[config.mk]
export PLATFORM = sky130hd
export DESIGN_NAME = word_run_counter_flat
export DESIGN_NICKNAME = d
export VERILOG_FILES = /design/src/rtl/core/wrc_pkg.sv /design/src/rtl/core/wrc_stream_if.sv /design/src/rtl/core/wrc_word_store.sv /design/src/rtl/core/wrc_seq.sv /design/src/rtl/core/word_run_counter.sv /design/src/flat_wrapper.sv
export SDC_FILE = /design/constraint.sdc
export NUM_CORES = 1
export LEC_CHECK = 0
export BUFFER_PORTS_ARGS = -buffer_cell sky130_fd_sc_hd__buf_2
export CORE_ASPECT_RATIO = 0.6
export CORE_MARGIN = 1.5
export CORE_UTILIZATION = 50
export DETAILED_ROUTE_END_ITERATION = 8
export PLACE_DENSITY_LB_ADDON = 0.12
export SLEW_MARGIN = 0
export SYNTH_ARGS = -nofsm -noshare
export SYNTH_HDL_FRONTEND = slang
export SYNTH_SLANG_ARGS = --single-unit
[constraint.sdc]
create_clock -name clk_i -period 3.1 [get_ports clk_i]
set_input_delay 0.62 -clock clk_i [delete_from_list [all_inputs] [get_ports clk_i]]
set_output_delay 0.62 -clock clk_i [all_outputs]
set_load 0.01 [all_outputs]
[src/rtl/core/wrc_pkg.sv]
// shared types and constants of the word run counter
`timescale 1ns / 1ps

package wrc_pkg;

  // fixed field widths of the stream words
  localparam int unsigned BYTE_W  = 8;
  localparam int unsigned COUNT_W = 16;

  // newline ends a word
  localparam logic [BYTE_W-1:0] NEWLINE = 8'd10;

  // largest count shown on the output, in a 32-bit frame for the clamp
  localparam logic [31:0] SHOWN_MAX = 32'h0000_ffff;

  // sequencer states
  typedef enum logic [4:0] {
    S_IDLE     = 5'b00001,
    S_CMP_RD   = 5'b00010,
    S_CMP_CHK  = 5'b00100,
    S_EMIT_RD  = 5'b01000,
    S_EMIT_WR  = 5'b10000
  } state_e;

  // one result word
  typedef struct packed {
    logic [COUNT_W-1:0] run_count;
    logic [BYTE_W-1:0]  word_char;
    logic               last_char;
  } out_word_t;

  // sequencer status toward the top level
  typedef struct packed {
    logic idle;
    logic emitting;
  } seq_status_t;

endpackage

[src/rtl/core/wrc_stream_if.sv]
// stream channel interfaces for input bytes and result words
`timescale 1ns / 1ps

interface wrc_in_if;
  logic                       valid;
  logic                       ready;
  logic [wrc_pkg::BYTE_W-1:0] in_byte;
  logic                       end_of_input;

  modport source (output valid, output in_byte, output end_of_input, input ready);
  modport sink   (input valid, input in_byte, input end_of_input, output ready);
endinterface

interface wrc_out_if;
  logic                        valid;
  logic                        ready;
  logic [wrc_pkg::COUNT_W-1:0] run_count;
  logic [wrc_pkg::BYTE_W-1:0]  word_char;
  logic                        last_char;

  modport source (output valid, output run_count, output word_char, output last_char,
                  input ready);
  modport sink   (input valid, input run_count, input word_char, input last_char,
                  output ready);
endinterface

[src/rtl/core/wrc_word_store.sv]
// two-bank character store: one write port, two registered read ports
`timescale 1ns / 1ps

module wrc_word_store #(
  parameter int unsigned AW = 6
) (
  input  logic                       clk_i,
  input  logic                       we_i,
  input  logic [AW-1:0]              waddr_i,
  input  logic [wrc_pkg::BYTE_W-1:0] wdata_i,
  input  logic                       re_i,
  input  logic [AW-1:0]              raddr_a_i,
  input  logic [AW-1:0]              raddr_b_i,
  output logic [wrc_pkg::BYTE_W-1:0] rdata_a_o,
  output logic [wrc_pkg::BYTE_W-1:0] rdata_b_o
);

  logic [wrc_pkg::BYTE_W-1:0] mem_q [2**AW];

  // write port
  always_ff @(posedge clk_i) begin
    if (we_i) begin
      mem_q[waddr_i] <= wdata_i;
    end
  end

  // registered reads, held while no read is issued
  always_ff @(posedge clk_i) begin
    if (re_i) begin
      rdata_a_o <= mem_q[raddr_a_i];
      rdata_b_o <= mem_q[raddr_b_i];
    end
  end

endmodule

[src/rtl/core/wrc_seq.sv]
// sequencer: collects words, compares them char by char, emits finished runs
`timescale 1ns / 1ps

module wrc_seq #(
  parameter int unsigned MAX_WORD   = 30,
  parameter int unsigned COUNT_BITS = 16,
  parameter int unsigned IDX_W      = (MAX_WORD > 1) ? $clog2(MAX_WORD) : 1,
  parameter int unsigned LEN_W      = $clog2(MAX_WORD + 1)
) (
  input  logic                        clk_i,
  input  logic                        rst_ni,
  wrc_in_if.sink                      in_i,
  // character store
  output logic                        mem_we_o,
  output logic [IDX_W:0]              mem_waddr_o,
  output logic [wrc_pkg::BYTE_W-1:0]  mem_wdata_o,
  output logic                        mem_re_o,
  output logic [IDX_W:0]              mem_raddr_a_o,
  output logic [IDX_W:0]              mem_raddr_b_o,
  input  logic [wrc_pkg::BYTE_W-1:0]  mem_rdata_a_i,
  input  logic [wrc_pkg::BYTE_W-1:0]  mem_rdata_b_i,
  // result words
  output logic                        res_valid_o,
  input  logic                        res_ready_i,
  output wrc_pkg::out_word_t          res_o,
  output wrc_pkg::seq_status_t        status_o
);

  wrc_pkg::state_e      state_q, state_d;
  logic                 cur_bank_q, cur_bank_d;
  logic [LEN_W-1:0]     cur_len_q, cur_len_d;
  logic [LEN_W-1:0]     prev_len_q, prev_len_d;
  logic [COUNT_BITS-1:0] tally_q, tally_d;
  logic [IDX_W-1:0]     idx_q, idx_d;
  logic                 flush_q, flush_d;

  logic                 idx_last_cur;
  logic                 idx_last_prev;
  logic                 chars_equal;
  logic [31:0]          tally_ext;

  // index compares against both word lengths, and character compare
  assign idx_last_cur  = (LEN_W'(idx_q) + LEN_W'(1)) == cur_len_q;
  assign idx_last_prev = (LEN_W'(idx_q) + LEN_W'(1)) == prev_len_q;
  assign chars_equal   = mem_rdata_a_i == mem_rdata_b_i;

  // store addressing: bank bit on top, current word in cur_bank
  assign mem_waddr_o   = {cur_bank_q, cur_len_q[IDX_W-1:0]};
  assign mem_wdata_o   = in_i.in_byte;
  assign mem_raddr_a_o = {cur_bank_q, idx_q};
  assign mem_raddr_b_o = {~cur_bank_q, idx_q};

  // clamp of the tally for the output field
  assign tally_ext = 32'(tally_q);

  always_comb begin
    res_o.run_count = (tally_ext > wrc_pkg::SHOWN_MAX) ? wrc_pkg::COUNT_W'(wrc_pkg::SHOWN_MAX)
                                                       : tally_ext[wrc_pkg::COUNT_W-1:0];
    res_o.word_char = mem_rdata_b_i;
    res_o.last_char = idx_last_prev;
  end

  assign in_i.ready        = (state_q == wrc_pkg::S_IDLE);
  assign status_o.idle     = (state_q == wrc_pkg::S_IDLE);
  assign status_o.emitting = (state_q == wrc_pkg::S_EMIT_RD) || (state_q == wrc_pkg::S_EMIT_WR);

  // next-state logic
  always_comb begin
    state_d     = state_q;
    cur_bank_d  = cur_bank_q;
    cur_len_d   = cur_len_q;
    prev_len_d  = prev_len_q;
    tally_d     = tally_q;
    idx_d       = idx_q;
    flush_d     = flush_q;
    mem_we_o    = 1'b0;
    mem_re_o    = 1'b0;
    res_valid_o = 1'b0;

    unique case (state_q)
      wrc_pkg::S_IDLE: begin
        if (in_i.valid) begin
          if (in_i.end_of_input) begin
            if (tally_q != '0) begin
              flush_d = 1'b1;
              idx_d   = '0;
              state_d = wrc_pkg::S_EMIT_RD;
            end else begin
              prev_len_d = '0;
              cur_len_d  = '0;
            end
          end else if (in_i.in_byte != wrc_pkg::NEWLINE) begin
            // append, dropping chars past the word limit
            if (cur_len_q < LEN_W'(MAX_WORD)) begin
              mem_we_o  = 1'b1;
              cur_len_d = cur_len_q + LEN_W'(1);
            end
          end else if (cur_len_q != '0) begin
            if ((tally_q != '0) && (cur_len_q == prev_len_q)) begin
              idx_d   = '0;
              state_d = wrc_pkg::S_CMP_RD;
            end else if (tally_q != '0) begin
              flush_d = 1'b0;
              idx_d   = '0;
              state_d = wrc_pkg::S_EMIT_RD;
            end else begin
              // first run: current word becomes previous
              cur_bank_d = ~cur_bank_q;
              prev_len_d = cur_len_q;
              tally_d    = COUNT_BITS'(1);
              cur_len_d  = '0;
            end
          end
        end
      end

      wrc_pkg::S_CMP_RD: begin
        mem_re_o = 1'b1;
        state_d  = wrc_pkg::S_CMP_CHK;
      end

      wrc_pkg::S_CMP_CHK: begin
        if (!chars_equal) begin
          flush_d = 1'b0;
          idx_d   = '0;
          state_d = wrc_pkg::S_EMIT_RD;
        end else if (idx_last_cur) begin
          // same word: grow the run, saturating
          if (tally_q != '1) begin
            tally_d = tally_q + COUNT_BITS'(1);
          end
          cur_len_d = '0;
          state_d   = wrc_pkg::S_IDLE;
        end else begin
          idx_d   = idx_q + IDX_W'(1);
          state_d = wrc_pkg::S_CMP_RD;
        end
      end

      wrc_pkg::S_EMIT_RD: begin
        mem_re_o = 1'b1;
        state_d  = wrc_pkg::S_EMIT_WR;
      end

      wrc_pkg::S_EMIT_WR: begin
        res_valid_o = 1'b1;
        if (res_ready_i) begin
          if (idx_last_prev) begin
            if (flush_q) begin
              tally_d    = '0;
              prev_len_d = '0;
              cur_len_d  = '0;
            end else begin
              // new word starts a fresh run
              cur_bank_d = ~cur_bank_q;
              prev_len_d = cur_len_q;
              tally_d    = COUNT_BITS'(1);
              cur_len_d  = '0;
            end
            state_d = wrc_pkg::S_IDLE;
          end else begin
            idx_d   = idx_q + IDX_W'(1);
            state_d = wrc_pkg::S_EMIT_RD;
          end
        end
      end

      default: begin
        state_d = wrc_pkg::S_IDLE;
      end
    endcase
  end

  // state registers
  always_ff @(posedge clk_i or negedge rst_ni) begin
    if (!rst_ni) begin
      state_q    <= wrc_pkg::S_IDLE;
      cur_bank_q <= 1'b0;
      cur_len_q  <= '0;
      prev_len_q <= '0;
      tally_q    <= '0;
      idx_q      <= '0;
      flush_q    <= 1'b0;
    end else begin
      state_q    <= state_d;
      cur_bank_q <= cur_bank_d;
      cur_len_q  <= cur_len_d;
      prev_len_q <= prev_len_d;
      tally_q    <= tally_d;
      idx_q      <= idx_d;
      flush_q    <= flush_d;
    end
  end

endmodule

[src/rtl/core/word_run_counter.sv]
// top level of the word run counter: sequencer, character store, output register
//
//   channel  direction  payload                               handshake
//   in_i     sink       in_byte[7:0], end_of_input            valid / ready
//   out_o    source     run_count[15:0], word_char[7:0],      valid / ready
//                       last_char
//
// a plain byte is taken every cycle while collecting; a newline that matches
// the open run's length enters the compare loop (store read, then check, for
// each character); emitting goes store read, then hand-off, per character.
// the block takes no input while comparing or emitting; a full output
// register stalls the emit loop. reset empties the run and the output
// register; the stored characters need no clearing.
`timescale 1ns / 1ps

module word_run_counter #(
  parameter int unsigned MAX_WORD   = 30,
  parameter int unsigned COUNT_BITS = 16
) (
  input  logic      clk_i,
  input  logic      rst_ni,
  wrc_in_if.sink    in_i,
  wrc_out_if.source out_o
);

  localparam int unsigned IDX_W = (MAX_WORD > 1) ? $clog2(MAX_WORD) : 1;
  localparam int unsigned LEN_W = $clog2(MAX_WORD + 1);

  logic                       mem_we;
  logic [IDX_W:0]             mem_waddr;
  logic [wrc_pkg::BYTE_W-1:0] mem_wdata;
  logic                       mem_re;
  logic [IDX_W:0]             mem_raddr_a;
  logic [IDX_W:0]             mem_raddr_b;
  logic [wrc_pkg::BYTE_W-1:0] mem_rdata_a;
  logic [wrc_pkg::BYTE_W-1:0] mem_rdata_b;

  logic                       seq_valid;
  logic                       seq_ready;
  wrc_pkg::out_word_t         seq_word;
  wrc_pkg::seq_status_t       seq_stat;

  logic                       full_q, full_d;
  wrc_pkg::out_word_t         word_q;

  wrc_seq #(
    .MAX_WORD   (MAX_WORD),
    .COUNT_BITS (COUNT_BITS),
    .IDX_W      (IDX_W),
    .LEN_W      (LEN_W)
  ) u_seq (
    .clk_i         (clk_i),
    .rst_ni        (rst_ni),
    .in_i          (in_i),
    .mem_we_o      (mem_we),
    .mem_waddr_o   (mem_waddr),
    .mem_wdata_o   (mem_wdata),
    .mem_re_o      (mem_re),
    .mem_raddr_a_o (mem_raddr_a),
    .mem_raddr_b_o (mem_raddr_b),
    .mem_rdata_a_i (mem_rdata_a),
    .mem_rdata_b_i (mem_rdata_b),
    .res_valid_o   (seq_valid),
    .res_ready_i   (seq_ready),
    .res_o         (seq_word),
    .status_o      (seq_stat)
  );

  wrc_word_store #(
    .AW (IDX_W + 1)
  ) u_store (
    .clk_i     (clk_i),
    .we_i      (mem_we),
    .waddr_i   (mem_waddr),
    .wdata_i   (mem_wdata),
    .re_i      (mem_re),
    .raddr_a_i (mem_raddr_a),
    .raddr_b_i (mem_raddr_b),
    .rdata_a_o (mem_rdata_a),
    .rdata_b_o (mem_rdata_b)
  );

  // output register between the emit loop and the sink
  assign seq_ready = !full_q || out_o.ready;

  always_comb begin
    full_d = full_q;
    if (seq_valid && seq_ready) begin
      full_d = 1'b1;
    end else if (out_o.ready) begin
      full_d = 1'b0;
    end
  end

  always_ff @(posedge clk_i or negedge rst_ni) begin
    if (!rst_ni) begin
      full_q <= 1'b0;
    end else begin
      full_q <= full_d;
    end
  end

  always_ff @(posedge clk_i) begin
    if (seq_valid && seq_ready) begin
      word_q <= seq_word;
    end
  end

  assign out_o.valid     = full_q;
  assign out_o.run_count = word_q.run_count;
  assign out_o.word_char = word_q.word_char;
  assign out_o.last_char = word_q.last_char;

  // checks
  a_no_input_while_emitting: assert property (
    @(posedge clk_i) disable iff (!rst_ni) seq_stat.emitting |-> !in_i.ready
  ) else $error("input accepted during run emission");

  a_handoff_lands: assert property (
    @(posedge clk_i) disable iff (!rst_ni) (seq_valid && seq_ready) |=> out_o.valid
  ) else $error("handed-off word missing from output register");

  a_count_nonzero: assert property (
    @(posedge clk_i) disable iff (!rst_ni) out_o.valid |-> (out_o.run_count != '0)
  ) else $error("result word with zero run count");

  a_idle_no_result: assert property (
    @(posedge clk_i) disable iff (!rst_ni) seq_stat.idle |-> !seq_valid
  ) else $error("result offered while sequencer idle");

endmodule

[src/flat_wrapper.sv]
// flat-port wrapper written by rule: the top's interface ports become plain ports
module word_run_counter_flat 
#(
  parameter int unsigned MAX_WORD   = 30,
  parameter int unsigned COUNT_BITS = 16
)
  (clk_i, rst_ni, in_i_valid, in_i_in_byte, in_i_end_of_input, in_i_ready, out_o_valid, out_o_run_count, out_o_word_char, out_o_last_char, out_o_ready);
  wrc_in_if in_i_i ();
  wrc_out_if out_o_i ();
  input  logic clk_i;
  input  logic rst_ni;
  input wire logic [$bits(in_i_i.valid)-1:0] in_i_valid;
  input wire logic [$bits(in_i_i.in_byte)-1:0] in_i_in_byte;
  input wire logic [$bits(in_i_i.end_of_input)-1:0] in_i_end_of_input;
  output wire logic [$bits(in_i_i.ready)-1:0] in_i_ready;
  output wire logic [$bits(out_o_i.valid)-1:0] out_o_valid;
  output wire logic [$bits(out_o_i.run_count)-1:0] out_o_run_count;
  output wire logic [$bits(out_o_i.word_char)-1:0] out_o_word_char;
  output wire logic [$bits(out_o_i.last_char)-1:0] out_o_last_char;
  input wire logic [$bits(out_o_i.ready)-1:0] out_o_ready;
  assign in_i_i.valid = in_i_valid;
  assign in_i_i.in_byte = in_i_in_byte;
  assign in_i_i.end_of_input = in_i_end_of_input;
  assign in_i_ready = in_i_i.ready;
  assign out_o_valid = out_o_i.valid;
  assign out_o_run_count = out_o_i.run_count;
  assign out_o_word_char = out_o_i.word_char;
  assign out_o_last_char = out_o_i.last_char;
  assign out_o_i.ready = out_o_ready;
  word_run_counter #(.MAX_WORD(MAX_WORD), .COUNT_BITS(COUNT_BITS)) u_core (.clk_i(clk_i), .rst_ni(rst_ni), .in_i(in_i_i), .out_o(out_o_i));
endmodule
==> results.tsv <==
stage	metric	value	unit
run_status	run_status	completed	
synthesis	synth_compound_gate_area_share	2.16	%
detailed_routing	routedWlPerCell	26.8	um
critical_path	reg2reg_setup_slack	0.16	ns
synthesis	ys_seq_elements	592	
sta	finalSetupViolations	0	
floorplan	initial_core_util	51.2	%
grt	first_global_vias	11800	
critical_path	cp_num_buf_inv	3	
grt	grt_max_degree	70	
run	max_cap_violations	0	
cts	clock_sink_count	592	
critical_path	cp_cell_sequence	or3b_2, nor4_2, nand2_1, buf_4, nor3_1, buf_4, nand2_1, buf_4, nor2_2	
synthesis	synth-seq-area-share	73.4	%
critical_path	start_of_the_worst_register_to_register_path	u_core.u_seq.state_q[0]	
cts	htreeDepth	2	
grt	global_route_wire_length_before_repair	79.6	mm
layout	final_nets	1347	
detailed_routing	via_per_inst	6.01	
synthesis	post_synth_instance_area	23900	um^2
synthesis	synth.top_cells.by_area	edfxtp_1, mux4_2, dfrtp_1	
pwr	cellPowerDensity	644	nW/um^2
placed_design	pre_cts_slack	-0.0983	ns
synthesis	ys_types	60	
critical_path	worst_flop_to_flop_path_endpoint	u_core.u_store.mem_q[61][2]	
placed_design	gp_congestion	0.864	
detailed_routing	routed-via-count	12000	
floorplan	row_count	61	
hold_path	worstHoldPathType	primary input to asynchronous set/reset pin	
critical_path	worstPathRequired	3.31	ns
layout	flow.area_growth_from_synthesis	13.8	%
synthesis	synthXorXnorAreaFrac	1.17	%
detailed_routing	route.final.wire_length	53.6	mm
layout	final_design_utilization	58.2	%
sta	report.final.slew_viol_count	0	
cts	cts_tree	yes	
synthesis	synth_top_family_by_area	multiplexers	
floorplan	boundaryPins	40	
synthesis	synth_mux_area_share	17.0	%
critical_path	critical_path.max_stage_delay	0.52	ns
synthesis	syn-mean-instance-area	20.0	um^2
critical_path	worst_endpoint_data_arrival_time	3.14	ns
placed_design	dp_hpwl	34.3	mm
layout	post_route_cells_drive_above_1_share	32.7	%
floorplan	die-area	49200	um^2
synthesis	postSynthCellCount	1194	
sta	timing_worst_slew_pin_value	0.950	ns
cts	numCtsBuffers	53	
sta	unrepaired_setup_endpoints_after_global_routing	false	
synthesis	top_cell_types_by_occurrence_after_synthesis	edfxtp_1, mux4_2, nor2_1	
critical_path	critical-path-top-cell-by-count	buf_4	
floorplan	height_of_the_die	172	um
sta	finalHoldViolations	0	
grt	grt_use_total	22.5	%
detailed_routing	dr.first_iter.drc_count	1539	
synthesis	yosys_warnings	0	
sta	fin_skew	0.0192	ns
synthesis	synthSimpleGateAreaFrac	4.57	%
pwr	vdd_drop_max	0.500	mV
detailed_routing	drt_pre_antenna_iters	5	
critical_path	r2r_depth	9	
grt	antenna_found_initial	6	
sta	layout_setup_ws	0.162	ns
sta	period_minus_slack	2.94	ns
placed_design	post-place-cells	1904	
cts	post_cts.repair.setup_buffers	0	
detailed_routing	drc	0	
critical_path	critPathMaxFanout	8	
sta	fin_crit_sh	94.8	%
cts	clk_lat_worst_skew	0.58	ns
cts	clock-root-buffer	clkbuf_16	
detailed_routing	ant_nets	0	
placed_design	placement.io_buffers	39	
layout	layoutNonFillerInstCount	2000	
cts	holdBufCountCts	0	
grt	gr-total-overflow	0	
synthesis	yosysTopAreaCellShare	69.4	%
critical_path	critical_path.startpoint_type	flip-flop	
pwr	finalPower	17.5	mW
synthesis	async_reset_ff_share	6.59	%
critical_path	path_delay_family	simple AND/OR/NAND/NOR gates	
synthesis	synth-edff-count	553	
cts	worst_setup_hold_path_clk_slew	0.06	ns
floorplan	core-area	46800	um^2
critical_path	setup.worst_path.class	flip-flop to flip-flop	
cts	max-clock-path-buffers	3	
synthesis	post-synth-top-count-cell	edfxtp_1	
floorplan	die_w	285	um
sta	maxClockFrequency	340	MHz
synthesis	synthFlopType	edfxtp_1	
synthesis	post_synth_fa_ha_maj_area_fraction	0.261	%
sta	totalNegativeSetupSlack	0	ns
pwr	leakagePower	8.59	nW
critical_path	critical-path-slowest-cell	dfstp_2	
critical_path	worstSetupEndpointType	flip-flop	
synthesis	synth_area_leader_cell	edfxtp_1	
sta	slew-limit-headroom	36.7	%
## cell families (layout without fill, tap and decap cells)
kind of cell | after synthesis | after routing
buffers and inverters | 81 | 225
muxes | 186 | 186
AOI/OAI and AO/OA | 79 | 79
DFF | 592 | 592
and+or+nand+nor | 218 | 218
other | 1 | 33
adders and majority gates | 5 | 5
xor gates and xnor gates | 32 | 32
## stage by stage
step	hold WS, ns	area, um^2
CTS	0.212	27100
floorplan	0.324	24100
global placement	0.514	25500
global route	0.255	27200
detailed placement	0.535	25500
finish	0.190	27200
## flip-flops by register name, summed over array words and instances (netlist names)
signal and flops:
u_core.u_store.mem_q 512, u_core.out_o.run_count 16, u_core.u_seq.tally_q 16, u_core.out_o.word_char 8, u_core.u_store.rdata_a_o 8, u_core.u_store.rdata_b_o 8, u_core.u_seq.cur_len_q 5, u_core.u_seq.idx_q 5
u_core.u_seq.prev_len_q 5, u_core.u_seq.state_q 5, u_core.out_o.last_char 1, u_core.out_o.valid 1, u_core.u_seq.cur_bank_q 1, u_core.u_seq.flush_q 1
## power breakdown
| group | switching, mW | total (mW) | internal, mW |
|---|---|---|---|
| clock | 2.81 | 6.17 | 3.36 |
| sequential | 0.211 | 9.20 | 8.99 |
| combinational | 1.25 | 2.17 | 0.926 |
## worst reg2reg max path, stage by stage (launching register included)
cell     delay (ns)
dfstp_2        0.52
or3b_2         0.46
nor4_2         0.19
nand2_1        0.15
buf_4          0.16
nor3_1         0.14
buf_4          0.16
nand2_1        0.10
buf_4          0.18
nor2_2         0.50
## per-layer routing
layer  share of wire, %  track usage (%)
met1                 47             36.3
met2                 43             32.1
met3                8.3             4.54
met4                1.1             3.68
met5                  0                0
## layout make-up
| type | instances | area (um^2) |
|---|---|---|
| clock inverter | 24 | 151 |
| fill | 3385 | 19600 |
| tap | 630 | 788 |
| antenna | 1 | 2.50 |
| multi-input combinational | 552 | 6320 |
| clock buffer | 71 | 1450 |
| inverter | 17 | 63.8 |
| sequential | 592 | 17600 |
| timing repair buffer | 113 | 863 |
## worst max-delay path by stage
stage | from | end | slack, ns | cells past startpoint
3_5_place_dp | u_core.u_seq.state_q[0] | u_core.u_store.mem_q[29][2] | -0.1 | 9
5_1_grt | u_core.u_seq.state_q[0] | u_core.u_store.mem_q[61][5] | 0.004 | 9
6_report | u_core.u_seq.state_q[0] | u_core.u_store.mem_q[61][2] | 0.16 | 9
2_1_floorplan | u_core.u_seq.state_q[4] | u_core.u_store.mem_q[42][0] | 0.34 | 7
3_3_place_gp | u_core.u_seq.state_q[0] | u_core.u_store.mem_q[29][3] | -0.05 | 9
4_1_cts | u_core.u_seq.state_q[0] | u_core.u_store.mem_q[18][0] | -0.005 | 7
## placed cells by master, fill, tap and decap left out, types with 5 or more instances in the layout
| master | instances |
|---|---|
| a21oi_1 | 20 |
| and3_1 | 7 |
| buf_12 | 9 |
| buf_2 | 39 |
| buf_4 | 65 |
| clkbuf_1 | 15 |
| clkbuf_16 | 55 |
| clkinv_1 | 8 |
| clkinv_2 | 11 |
| conb_1 | 32 |
| dfrtp_1 | 34 |
| edfxtp_1 | 553 |
| ha_1 | 5 |
| inv_1 | 17 |
| mux2i_1 | 7 |
| mux4_2 | 176 |
| nand2_1 | 42 |
| nand3_1 | 13 |
| nand3b_1 | 6 |
| nand4_1 | 8 |
| nor2_1 | 25 |
| nor2_2 | 60 |
| nor2b_1 | 6 |
| nor3_1 | 10 |
| nor4_2 | 6 |
| o21ai_0 | 25 |
| xnor2_1 | 16 |
| xor2_1 | 16 |
## repair_timing
| item | 4_1_cts | 5_1_grt |
|---|---|---|
| pin swaps | 0 | 0 |
| endpoints found under the setup margin | 229 | 257 |
| gates resized for setup | 32 | 31 |
(Power assumes the default switching activity.)
